File: config.mk
export PLATFORM = sky130hd
export DESIGN_NAME = bitmap_priority_ready_queue
export DESIGN_NICKNAME = d
export VERILOG_FILES = /design/src/rtl/core/bprq_pkg.sv /design/src/rtl/core/bprq_ctrl.sv /design/src/rtl/core/bprq_datapath.sv /design/src/rtl/core/bitmap_priority_ready_queue.sv
export SDC_FILE = /design/constraint.sdc
export NUM_CORES = 1
export LEC_CHECK = 0
export ABC_AREA = 1
export BUFFER_PORTS_ARGS = -buffer_cell sky130_fd_sc_hd__buf_4
export CAP_MARGIN = 20
export CORE_MARGIN = 8
export CORE_UTILIZATION = 24
export DETAILED_ROUTE_END_ITERATION = 7
export SLEW_MARGIN = 20
export SYNTH_ARGS = -nofsm -noshare
export SYNTH_HDL_FRONTEND = slang
export SYNTH_SLANG_ARGS = --single-unit
File: constraint.sdc
create_clock -name clk -period 11.2 [get_ports clk]
set_clock_uncertainty 0.2 [all_clocks]
set_input_delay 0.56 -clock clk [delete_from_list [all_inputs] [get_ports clk]]
set_output_delay 0.56 -clock clk [all_outputs]
set_load 0.1 [all_outputs]
File: src/rtl/core/bprq_pkg.sv
// ----------------------------------------------------------------------------
// bprq_pkg
// Shared types, constants and helpers for the bitmap priority ready queue.
// ----------------------------------------------------------------------------
package bprq_pkg;

  // Field widths of the request and response beats.
  localparam int PRIO_W = 6;
  localparam int TASK_W = 6;

  // A priority splits into a row (upper bits) and a bit within the row.
  localparam int         ROW_SHIFT = 3;
  localparam logic [2:0] ROW_MASK  = 3'h7;
  localparam int         NUM_ROWS  = 8;

  // Operation codes carried in the kind field.
  typedef enum logic {
    KIND_ADD    = 1'b0,
    KIND_REMOVE = 1'b1
  } kind_t;

  // Commands from the controller to the datapath.
  typedef struct packed {
    logic load_op;   // capture the request and read head and tail
    logic exec;      // apply the add, or start the remove
    logic pop;       // advance the chain head to the successor
    logic load_out;  // load the response register
  } dp_cmd_t;

  // Status from the datapath to the controller.
  typedef struct packed {
    logic need_pop;  // the remove leaves a successor at the head
  } dp_status_t;

  // Index of the lowest set bit of a byte; zero for an empty byte.
  function automatic logic [2:0] low_bit(input logic [7:0] v);
    logic [2:0] r;
    r = 3'd0;
    for (int i = 7; i >= 0; i--) begin
      if (v[i]) begin
        r = 3'(i);
      end
    end
    return r;
  endfunction

endpackage

File: src/rtl/core/bprq_ctrl.sv
// ----------------------------------------------------------------------------
// bprq_ctrl
// Sequencer that steps one request through lookup, update and response.
// ----------------------------------------------------------------------------
module bprq_ctrl (
  input  logic                  clk,
  input  logic                  rst,
  input  logic                  req_valid,
  output logic                  req_stall,
  output logic                  rsp_valid,
  input  logic                  rsp_stall,
  output bprq_pkg::dp_cmd_t     cmd,
  input  bprq_pkg::dp_status_t  status
);

  typedef enum logic [1:0] {
    S_IDLE,
    S_EXEC,
    S_POP,
    S_FIN
  } state_t;

  state_t state;
  logic   out_free;

  // The response register can take a new beat when empty or being drained.
  assign out_free  = !rsp_valid || !rsp_stall;
  assign req_stall = (state != S_IDLE);

  // Commands follow directly from the state.
  always_comb begin
    cmd          = '0;
    cmd.load_op  = (state == S_IDLE) && req_valid;
    cmd.exec     = (state == S_EXEC);
    cmd.pop      = (state == S_POP);
    cmd.load_out = (state == S_FIN) && out_free;
  end

  // State and the response valid flag.
  always_ff @(posedge clk) begin
    if (rst) begin
      state     <= S_IDLE;
      rsp_valid <= 1'b0;
    end else begin
      // The flag rises when the register loads and falls once the beat drains.
      if (cmd.load_out) begin
        rsp_valid <= 1'b1;
      end else if (!rsp_stall) begin
        rsp_valid <= 1'b0;
      end
      unique case (state)
        S_IDLE: begin
          if (req_valid) begin
            state <= S_EXEC;
          end
        end
        S_EXEC: begin
          state <= status.need_pop ? S_POP : S_FIN;
        end
        S_POP: begin
          state <= S_FIN;
        end
        S_FIN: begin
          if (out_free) begin
            state <= S_IDLE;
          end
        end
        default: begin
          state <= S_IDLE;
        end
      endcase
    end
  end

endmodule

File: src/rtl/core/bprq_datapath.sv
// ----------------------------------------------------------------------------
// bprq_datapath
// Ready bitmaps, chain memories, successor links and the response register.
// ----------------------------------------------------------------------------
module bprq_datapath #(
  parameter int NUM_PRIOS    = 64,
  parameter int NUM_TASK_IDS = 64
) (
  input  logic                          clk,
  input  logic                          rst,
  input  bprq_pkg::dp_cmd_t             cmd,
  output bprq_pkg::dp_status_t          status,
  input  logic                          kind,
  input  logic [bprq_pkg::PRIO_W-1:0]   prio,
  input  logic [bprq_pkg::TASK_W-1:0]   task_req,
  output logic [bprq_pkg::TASK_W-1:0]   removed_task,
  output logic                          removed_valid,
  output logic [bprq_pkg::PRIO_W-1:0]   highest_ready,
  output logic                          any_ready
);

  // Task ids above the field range never arrive, so storage stops there.
  localparam int TASK_SPAN  = 2 ** bprq_pkg::TASK_W;
  localparam int TASK_DEPTH = (NUM_TASK_IDS < TASK_SPAN) ? NUM_TASK_IDS : TASK_SPAN;
  localparam int PIDX_W     = $clog2(NUM_PRIOS);
  localparam int TIDX_W     = $clog2(TASK_DEPTH);
  localparam logic [bprq_pkg::PRIO_W:0] PRIO_LIMIT = (bprq_pkg::PRIO_W + 1)'(NUM_PRIOS);
  localparam logic [8:0]                TASK_LIMIT = 9'(NUM_TASK_IDS);

  // Captured request and registered memory read data.
  logic                        kind_q;
  logic [bprq_pkg::PRIO_W-1:0] prio_q;
  logic [bprq_pkg::TASK_W-1:0] task_q;
  logic [bprq_pkg::TASK_W-1:0] head_q;
  logic [bprq_pkg::TASK_W-1:0] tail_q;
  logic [bprq_pkg::TASK_W-1:0] succ_q;
  logic [bprq_pkg::TASK_W-1:0] rem_task_q;
  logic                        rem_ok_q;

  // Ready bitmaps and successor valid marks.
  logic [7:0]            group_bits;
  logic [7:0]            row_bits [bprq_pkg::NUM_ROWS];
  logic [TASK_DEPTH-1:0] succ_valid;

  // Chain memories and successor ids.
  logic [bprq_pkg::TASK_W-1:0] chain_head [NUM_PRIOS];
  logic [bprq_pkg::TASK_W-1:0] chain_tail [NUM_PRIOS];
  logic [bprq_pkg::TASK_W-1:0] succ_id    [TASK_DEPTH];

  logic              prio_ok, task_ok, head_ok, tail_ok;
  logic [2:0]        row_sel, bit_sel;
  logic [7:0]        row_clr;
  logic              live, is_rem, has_succ, do_add, do_last;
  logic [PIDX_W-1:0] p_idx, p_idx_in;
  logic [TIDX_W-1:0] h_idx, t_idx, k_idx;
  logic              head_we;
  logic [bprq_pkg::TASK_W-1:0] head_wd;
  logic [2:0]        grp_low, row_low;

  // Range checks and addressing of the captured request.
  assign prio_ok  = {1'b0, prio_q} < PRIO_LIMIT;
  assign task_ok  = {3'b0, task_q} < TASK_LIMIT;
  assign head_ok  = {3'b0, head_q} < TASK_LIMIT;
  assign tail_ok  = {3'b0, tail_q} < TASK_LIMIT;
  assign row_sel  = prio_q[bprq_pkg::PRIO_W-1:bprq_pkg::ROW_SHIFT];
  assign bit_sel  = prio_q[2:0] & bprq_pkg::ROW_MASK;
  assign p_idx    = prio_q[PIDX_W-1:0];
  assign p_idx_in = prio[PIDX_W-1:0];
  assign h_idx    = head_q[TIDX_W-1:0];
  assign t_idx    = tail_q[TIDX_W-1:0];
  assign k_idx    = task_q[TIDX_W-1:0];

  // Decide what the operation does to the chains and bitmaps.
  assign live     = prio_ok && row_bits[row_sel][bit_sel];
  assign is_rem   = (kind_q == bprq_pkg::KIND_REMOVE);
  assign has_succ = head_ok && succ_valid[h_idx];
  assign do_add   = cmd.exec && !is_rem && prio_ok && task_ok;
  assign do_last  = cmd.exec && is_rem && live && !has_succ;
  assign row_clr  = row_bits[row_sel] & ~(8'b1 << bit_sel);

  assign status.need_pop = is_rem && live && has_succ;

  // The head is written by an add to an empty level or by a pop.
  assign head_we = (do_add && !live) || cmd.pop;
  assign head_wd = cmd.pop ? succ_q : task_q;

  // Capture the request and read its head and tail.
  always_ff @(posedge clk) begin
    if (cmd.load_op) begin
      kind_q <= kind;
      prio_q <= prio;
      task_q <= task_req;
      head_q <= chain_head[p_idx_in];
      tail_q <= chain_tail[p_idx_in];
    end
  end

  // Chain head memory.
  always_ff @(posedge clk) begin
    if (head_we) begin
      chain_head[p_idx] <= head_wd;
    end
  end

  // Chain tail memory.
  always_ff @(posedge clk) begin
    if (do_add) begin
      chain_tail[p_idx] <= task_q;
    end
  end

  // Successor id memory: link the old tail on an add, look up on a remove.
  always_ff @(posedge clk) begin
    if (do_add && live && tail_ok) begin
      succ_id[t_idx] <= task_q;
    end
    if (cmd.exec) begin
      succ_q <= succ_id[h_idx];
    end
  end

  // Successor valid marks; the added task always ends its chain, so an old
  // tail that is the added task itself stays unlinked.
  always_ff @(posedge clk) begin
    if (rst) begin
      succ_valid <= '0;
    end else begin
      if (do_add) begin
        if (live && tail_ok && (t_idx != k_idx)) begin
          succ_valid[t_idx] <= 1'b1;
        end
        succ_valid[k_idx] <= 1'b0;
      end
      if (cmd.pop) begin
        succ_valid[h_idx] <= 1'b0;
      end
    end
  end

  // Row and group bitmaps.
  always_ff @(posedge clk) begin
    if (rst) begin
      group_bits <= '0;
      for (int i = 0; i < bprq_pkg::NUM_ROWS; i++) begin
        row_bits[i] <= '0;
      end
    end else if (do_add) begin
      row_bits[row_sel]   <= row_bits[row_sel] | (8'b1 << bit_sel);
      group_bits[row_sel] <= 1'b1;
    end else if (do_last) begin
      row_bits[row_sel] <= row_clr;
      if (row_clr == 8'b0) begin
        group_bits[row_sel] <= 1'b0;
      end
    end
  end

  // Remember what a remove popped.
  always_ff @(posedge clk) begin
    if (cmd.exec) begin
      rem_ok_q   <= is_rem && live;
      rem_task_q <= (is_rem && live) ? head_q : '0;
    end
  end

  // Two-level lowest-set-bit encode of the bitmaps.
  assign grp_low = bprq_pkg::low_bit(group_bits);
  assign row_low = bprq_pkg::low_bit(row_bits[grp_low]);

  // Response register.
  always_ff @(posedge clk) begin
    if (cmd.load_out) begin
      removed_task  <= rem_task_q;
      removed_valid <= rem_ok_q;
      any_ready     <= |group_bits;
      highest_ready <= (|group_bits) ? {grp_low, row_low} : '0;
    end
  end

endmodule

File: src/rtl/core/bitmap_priority_ready_queue.sv
// ----------------------------------------------------------------------------
// bitmap_priority_ready_queue
// Ready queue over up to 64 priorities with a FIFO of task ids per level.
// ----------------------------------------------------------------------------
// Each request beat either appends a task to its priority's chain or pops
// the head task of that priority, and yields exactly one response beat with
// the popped task, the most urgent ready priority and an any-ready flag.
// One request is in flight at a time. The response register is loaded
// after the execute state for an add or for a remove that empties its
// level or finds nothing, and after the execute and pop states for a
// remove that advances to a successor. The next request is taken once
// the response register has loaded, which waits while a stalled beat
// holds the register. The sequence is set by the registered read of the
// chain memories at accept and the dependent successor lookup on a
// remove. No clearing pass is needed after reset.
module bitmap_priority_ready_queue #(
  parameter int NUM_PRIOS    = 64,
  parameter int NUM_TASK_IDS = 64
) (
  input  logic                        clk,
  input  logic                        rst,
  input  logic                        req_valid,
  output logic                        req_stall,
  input  logic                        kind,
  input  logic [bprq_pkg::PRIO_W-1:0] prio,
  input  logic [bprq_pkg::TASK_W-1:0] task_req,
  output logic                        rsp_valid,
  input  logic                        rsp_stall,
  output logic [bprq_pkg::TASK_W-1:0] removed_task,
  output logic                        removed_valid,
  output logic [bprq_pkg::PRIO_W-1:0] highest_ready,
  output logic                        any_ready
);

  bprq_pkg::dp_cmd_t    cmd;
  bprq_pkg::dp_status_t status;

  // Sequencer.
  bprq_ctrl u_ctrl (
    .clk       (clk),
    .rst       (rst),
    .req_valid (req_valid),
    .req_stall (req_stall),
    .rsp_valid (rsp_valid),
    .rsp_stall (rsp_stall),
    .cmd       (cmd),
    .status    (status)
  );

  // Storage and result logic.
  bprq_datapath #(
    .NUM_PRIOS    (NUM_PRIOS),
    .NUM_TASK_IDS (NUM_TASK_IDS)
  ) u_datapath (
    .clk           (clk),
    .rst           (rst),
    .cmd           (cmd),
    .status        (status),
    .kind          (kind),
    .prio          (prio),
    .task_req      (task_req),
    .removed_task  (removed_task),
    .removed_valid (removed_valid),
    .highest_ready (highest_ready),
    .any_ready     (any_ready)
  );

endmodule

# Yosys cells after proc, flatten, opt, wreduce, memory -nomap -nowiden
# Memory sizes are Yosys's and may differ from the RTL's. A register that Yosys moved wholly into a read port is not among the register bits.
# Cells that the tools add are included.
# word_totals
out_inout_bits	16
ramBits	1216
elab_cells	146
register_bits	109
mem_count	4
in_bits	17
# op_classes
n_reduce_logical	34
shift	1
muxes	62
bitwise_logic	13
order_cmp	9
n_eq_ne	7
# mem_list
name	depth	width	read_ports	rd_clocked_by_memory_dff	write_ports	line_no	text
u_datapath.chain_head	64	6	1	1	1	bprq_datapath.sv:46	logic [bprq_pkg::TASK_W-1:0] chain_head [NUM_PRIOS];
u_datapath.chain_tail	64	6	1	1	1	bprq_datapath.sv:47	logic [bprq_pkg::TASK_W-1:0] chain_tail [NUM_PRIOS];
u_datapath.succ_id	64	6	1	1	1	bprq_datapath.sv:48	logic [bprq_pkg::TASK_W-1:0] succ_id [TASK_DEPTH];
u_datapath.row_bits	8	8	2	1	8	bprq_datapath.sv:42	logic [7:0] row_bits [bprq_pkg::NUM_ROWS];
# ops
cell	n
2-to-1 mux 64 bit	6
bitwise AND 64 bit	2
inverter 64 bit	2
OR 64 bit	1
2-to-1 mux 3 bit	14
2-to-1 mux 8 bit	5
2-to-1 mux 1 bit	25
less-than comparator 6 x 7 -> 1 bit, second input constant	3
demux 1 bit (select 6 bit)	3
>= comparator 6 x 1 -> 1 bit, second input constant	3
bitwise AND 8 bit	2
inverter 8 bit	2
OR 8 bit	2
OR reduction 8 bit	2
logical AND 1 bit	15
zero test 8 bit	1
less-than comparator 3 x 4 -> 1 bit, second input constant	2
2-to-1 mux 2 bit	4
case mux 2 bit (4 select lines)	1
left shift 1 x 3 -> 8 bit, first input constant	1
binary-select mux 1 bit (select 6 bit)	1
2-to-1 mux 6 bit	1
inequality test 6 bit	1
nonzero test 2 bit	3
other kinds (16)	24

# Logic depth before layout (Yosys ltp)
# An unclocked memory read counts as a cell.
# depth
word_depth	16
ltp_mapped	20
mapped_depth_nobuf	19

# Cells and area by module
# From an unflattened synthesis, not the netlist that was laid out.
# hier_totals
cells_unflattened	4512
area_unflattened_um2	55155.4
# modules_own_cells
mod	area_each_um2	cells_per_inst	seq_area_each_um2	n_inst
bprq_datapath	54917.7	4479	39578.0	1
bprq_ctrl	237.7	33	60.1	1

# Least setup slack after synthesis
# OpenSTA, ideal clock, no wires.
# synth_timing
path_type	register to register
start	reg u_datapath.task_q (netlist bit u_datapath.k_idx[4])
end	mem u_datapath.chain_head[0][4] (netlist name), data pin
path_buffers	0
arrival_ps	4867
setup_ps	703
synth_period_minus_slack_ps	5770
stages_incl_launch_ff	3
setup_slack_ps	5430
required_ps	10297
cell_sequence	edfxtp_1 -> inv_1 -> o21ai_0
# synth_between
elab_chain_cells	1
# synth_rtl
item	line_no	text
from (decl)	bprq_datapath.sv:33	logic [bprq_pkg::TASK_W-1:0] task_q;
from (signal assigned)	bprq_datapath.sv:92	task_q <= task_req;
2-to-1 mux 6 bit	bprq_datapath.sv:85	assign head_wd = cmd.pop ? succ_q : task_q;
named net u_datapath.head_wd (one bit)	bprq_datapath.sv:57	logic [bprq_pkg::TASK_W-1:0] head_wd;
to (decl)	bprq_datapath.sv:46	
# The timed path passes the listed nets, and every way through them passes these cells.

==> impl_metrics.env <==
export IMPL_status="finished clean"
export IMPL_crit_cells=13
export IMPL_syn_inst=4463
export IMPL_crit_chain="inv_1 -> nand3_1 -> inv_2 -> buf_4 -> a22oi_1 -> nand3_1 -> nand2_1 -> nand2_1 -> nor2_1 -> nand2_2 -> nand3_1 -> a21boi_1 -> nor2_1"
export IMPL_drt_pass1_iterations=6
export IMPL_yosysUniqueCellTypes=48
export IMPL_clock_root_buffer="clkbuf_16"
export IMPL_p_seq_share_pct=47.3
export IMPL_cts_buffers=141
export IMPL_rsz0062_at_grt="false"
export IMPL_synth_area_sq_um=54700
export IMPL_yosys_area_share_simple_pct=11.0
export IMPL_ir_drop_uv=138
export IMPL_synth_top_area_share_pct=69.7
export IMPL_ys_seq_area_share_pct=72.5
export IMPL_drt_initial_drc_count=4357
export IMPL_switchingPower_mw=3.84
export IMPL_max_stage_delay_ns=0.87
export IMPL_clkPwrFrac_pct=35.4
export IMPL_grt_pass1_vias=35700
export IMPL_ctsHoldBuffers=10
export IMPL_io_pins=33
export IMPL_hp_class="input pin to register"
export IMPL_die_h_microns=493
export IMPL_muxShareOfSynthArea_pct=0
export IMPL_tns_ns=0
export IMPL_gp_congestion=0.931
export IMPL_overflow=0
export IMPL_wl_per_cell_microns=20.5
export IMPL_crit_fanout=40
export IMPL_required_ns=11.48
export IMPL_synthAdderAreaFrac_pct=0.114
export IMPL_synth_top_family_by_area="compound AO/OA/AOI/OAI gates"
export IMPL_antenna_found_initial=4
export IMPL_cts_sinks=1346
export IMPL_netSwitchingFraction_pct=29.9
export IMPL_clock_fmax_ghz=0.212
export IMPL_hold_depth=2
export IMPL_powerDensity_nw_per_um2=204
export IMPL_grt_usage_pct=12.2
export IMPL_tightest_slew_ns=1.18
export IMPL_core_area_sq_um=227000
export IMPL_path_buf_inv=3
export IMPL_ys_top_cells_by_area="edfxtp_1, nor2_1, o21ai_0"
export IMPL_cpLargestDelayFamily="simple AND/OR/NAND/NOR gates"
export IMPL_p_int_mw=9.00
export IMPL_yosys_most_used_dff="edfxtp_1"
export IMPL_arrival_ns=4.99
export IMPL_cp_end_kind="register"
export IMPL_whs_ns=0.0552
export IMPL_cts_resized=0
export IMPL_grt_pass1_wl_mm=231
export IMPL_num_rows=175
export IMPL_period_needed_ns=4.71
export IMPL_worst_path_max_delay_cell="a21boi_1"
export IMPL_synth_edf_count=1268
export IMPL_crit_type="register to register"
export IMPL_syn_to_final_growth_pct=15.3
export IMPL_synth_compound_area_share_pct=12.9
export IMPL_nets=4490
export IMPL_drv_cap=0
export IMPL_synth_xor_area_share_pct=0.0320
export IMPL_drt_total_wl_mm=156
export IMPL_ys_async_sr_fraction_pct=0
export IMPL_comb_power_share_pct=17.3
export IMPL_drc=0
export IMPL_slew_headroom_pct=21.3
export IMPL_start_util_pct=24.1
export IMPL_drv_slew=0
export IMPL_synth_top_cell_by_area="edfxtp_1"
export IMPL_setup_viol=0
export IMPL_path_clk_slew_ns=0.06
export IMPL_total_power_mw=12.8
export IMPL_critPathLaunchType="register"
export IMPL_drive_gt1_share_pct=7.51
export IMPL_clkLatencyLatePin_ns=0.77
export IMPL_vias=36900
export IMPL_path_common_cell="nand3_1"
export IMPL_grt_max_degree=220
export IMPL_die_area_sq_um=243000
export IMPL_synth_seq_cells=1346
export IMPL_clockBufferDepth=3
export IMPL_cts_tree="built"
export IMPL_reg2reg_depth=13
export IMPL_power_leakage_nw=19.8
export IMPL_port_buffers=32
export IMPL_cts_max_level=4
export IMPL_ys_warn_count=0
export IMPL_fin_crit_sh_pct=42.1
export IMPL_dp_hpwl_mm=92.9
export IMPL_synth_area_per_cell_sq_um=12.2
export IMPL_die_w_microns=493
export IMPL_vias_per_cell=4.86
export IMPL_hold_viol=0
export IMPL_ant_nets=0
export IMPL_cts_setup_buffers=0
export IMPL_synth_nets=4485
==> final timing paths <==
path / slack [ns] / to / start
max: 6.49 / u_datapath.row_bits[1][3] / u_datapath.h_idx[0]
min: 0.06 / u_ctrl.rsp_valid / rst
max reg2reg: 6.49 / u_datapath.row_bits[1][3] / u_datapath.h_idx[0]
min reg2reg: 0.22 / u_datapath.removed_task[1] / u_datapath.rem_task_q[1]
==> cell families after synthesis <==
kind of cell | Yosys count
and+or+nand+nor | 1456
buffers and inverters | 496
AOI/OAI and AO/OA | 1158
xor gates and xnor gates | 2
DFF | 1346
adders and majority gates | 5
==> registers in the layout, summed over array words and instances (netlist names), 2 cells and up, named ones only <==
name	flops
u_datapath.h_idx	6
u_datapath.k_idx	6
u_datapath.removed_task	6
u_ctrl.state	2
u_datapath.t_idx	6
u_datapath.chain_tail	384
u_datapath.row_bits	64
u_datapath.succ_valid	64
u_datapath.rem_task_q	6
u_datapath.chain_head	384
u_datapath.succ_id	384
u_datapath.highest_ready	6
u_datapath.succ_q	6
u_datapath.p_idx	6
==> synthesized netlist by cell type, types with 38 or more instances <==
| cell | number |
|---|---|
| edfxtp_1 | 1268 |
| nor2_1 | 821 |
| o21ai_0 | 533 |
| nand2_1 | 380 |
| inv_1 | 222 |
| clkbuf_1 | 218 |
| o22ai_1 | 217 |
| a21oi_1 | 103 |
| nand4_1 | 96 |
| nand3_1 | 87 |
| dfxtp_1 | 78 |
| a22oi_1 | 71 |
| o221ai_1 | 60 |
| nor3_1 | 49 |
| a221oi_1 | 44 |
| o211ai_1 | 38 |
==> layout make-up <==
class,count,area (sq um)
inverter,246,933
timing repair buffer,112,913
fill,23300,164000
antenna,1,2.50
sequential,1346,39600
clock inverter,64,663
clock buffer,194,3840
multi-input combinational,2621,13300
tap,3009,3760
==> metrics by stage <==
stage	util, %	setup WS [ns]	area [sq um]	cells
2_1_floorplan	-	5.43	54700	4463
3_3_place_gp	25.7	6.64	58400	7322
3_5_place_dp	25.7	6.61	58400	7323
4_1_cts	27.8	6.64	63000	7591
5_1_grt	27.8	6.30	63000	7592
6_report	27.8	6.49	63000	7593
==> power by group through the flow <==
stage,logic (mW),clock network (mW),registers [mW]
global route,2.36,4.81,6.07
CTS,2.20,4.62,6.07
floorplan,1.12,0,6.33
detailed placement,2.19,0,6.17
finish,2.22,4.55,6.07
global placement,2.18,0,6.17
==> worst register-to-register path, cell delays in order (launching register included) <==
cell,delay [ns]
edfxtp_1,0.46
inv_1,0.20
nand3_1,0.38
inv_2,0.45
buf_4,0.57
a22oi_1,0.22
nand3_1,0.14
nand2_1,0.10
nand2_1,0.08
nor2_1,0.09
nand2_2,0.20
nand3_1,0.33
a21boi_1,0.87
nor2_1,0.12
==> routing by layer <==
metal	vias up	part of all wire (%)	GRT usage (%)	wire length, microns
met5	-	0.024	0	38
met1	18200	41	16.1	64300
li1	16500	-	-	-
met2	1790	47	19.9	72700
met3	378	8.2	2.24	12800
met4	6	3.8	4.62	5960
==> layout by cell type (no fill, tap or decap), types with 23 or more instances in the layout <==
master     count
o221ai_1      60
clkinv_1      41
edfxtp_1    1268
nor3_1        39
nand2_1      380
o21ai_0      527
a221o_1       23
o211ai_1      38
clkbuf_1      45
clkbuf_16    144
inv_1        217
a221oi_1      44
dfxtp_1       78
nand4_1       96
nor2_1       821
buf_4         97
nand3_1       87
a21oi_1      101
a22oi_1       71
o22ai_1      217
(Power assumes the default switching activity.)
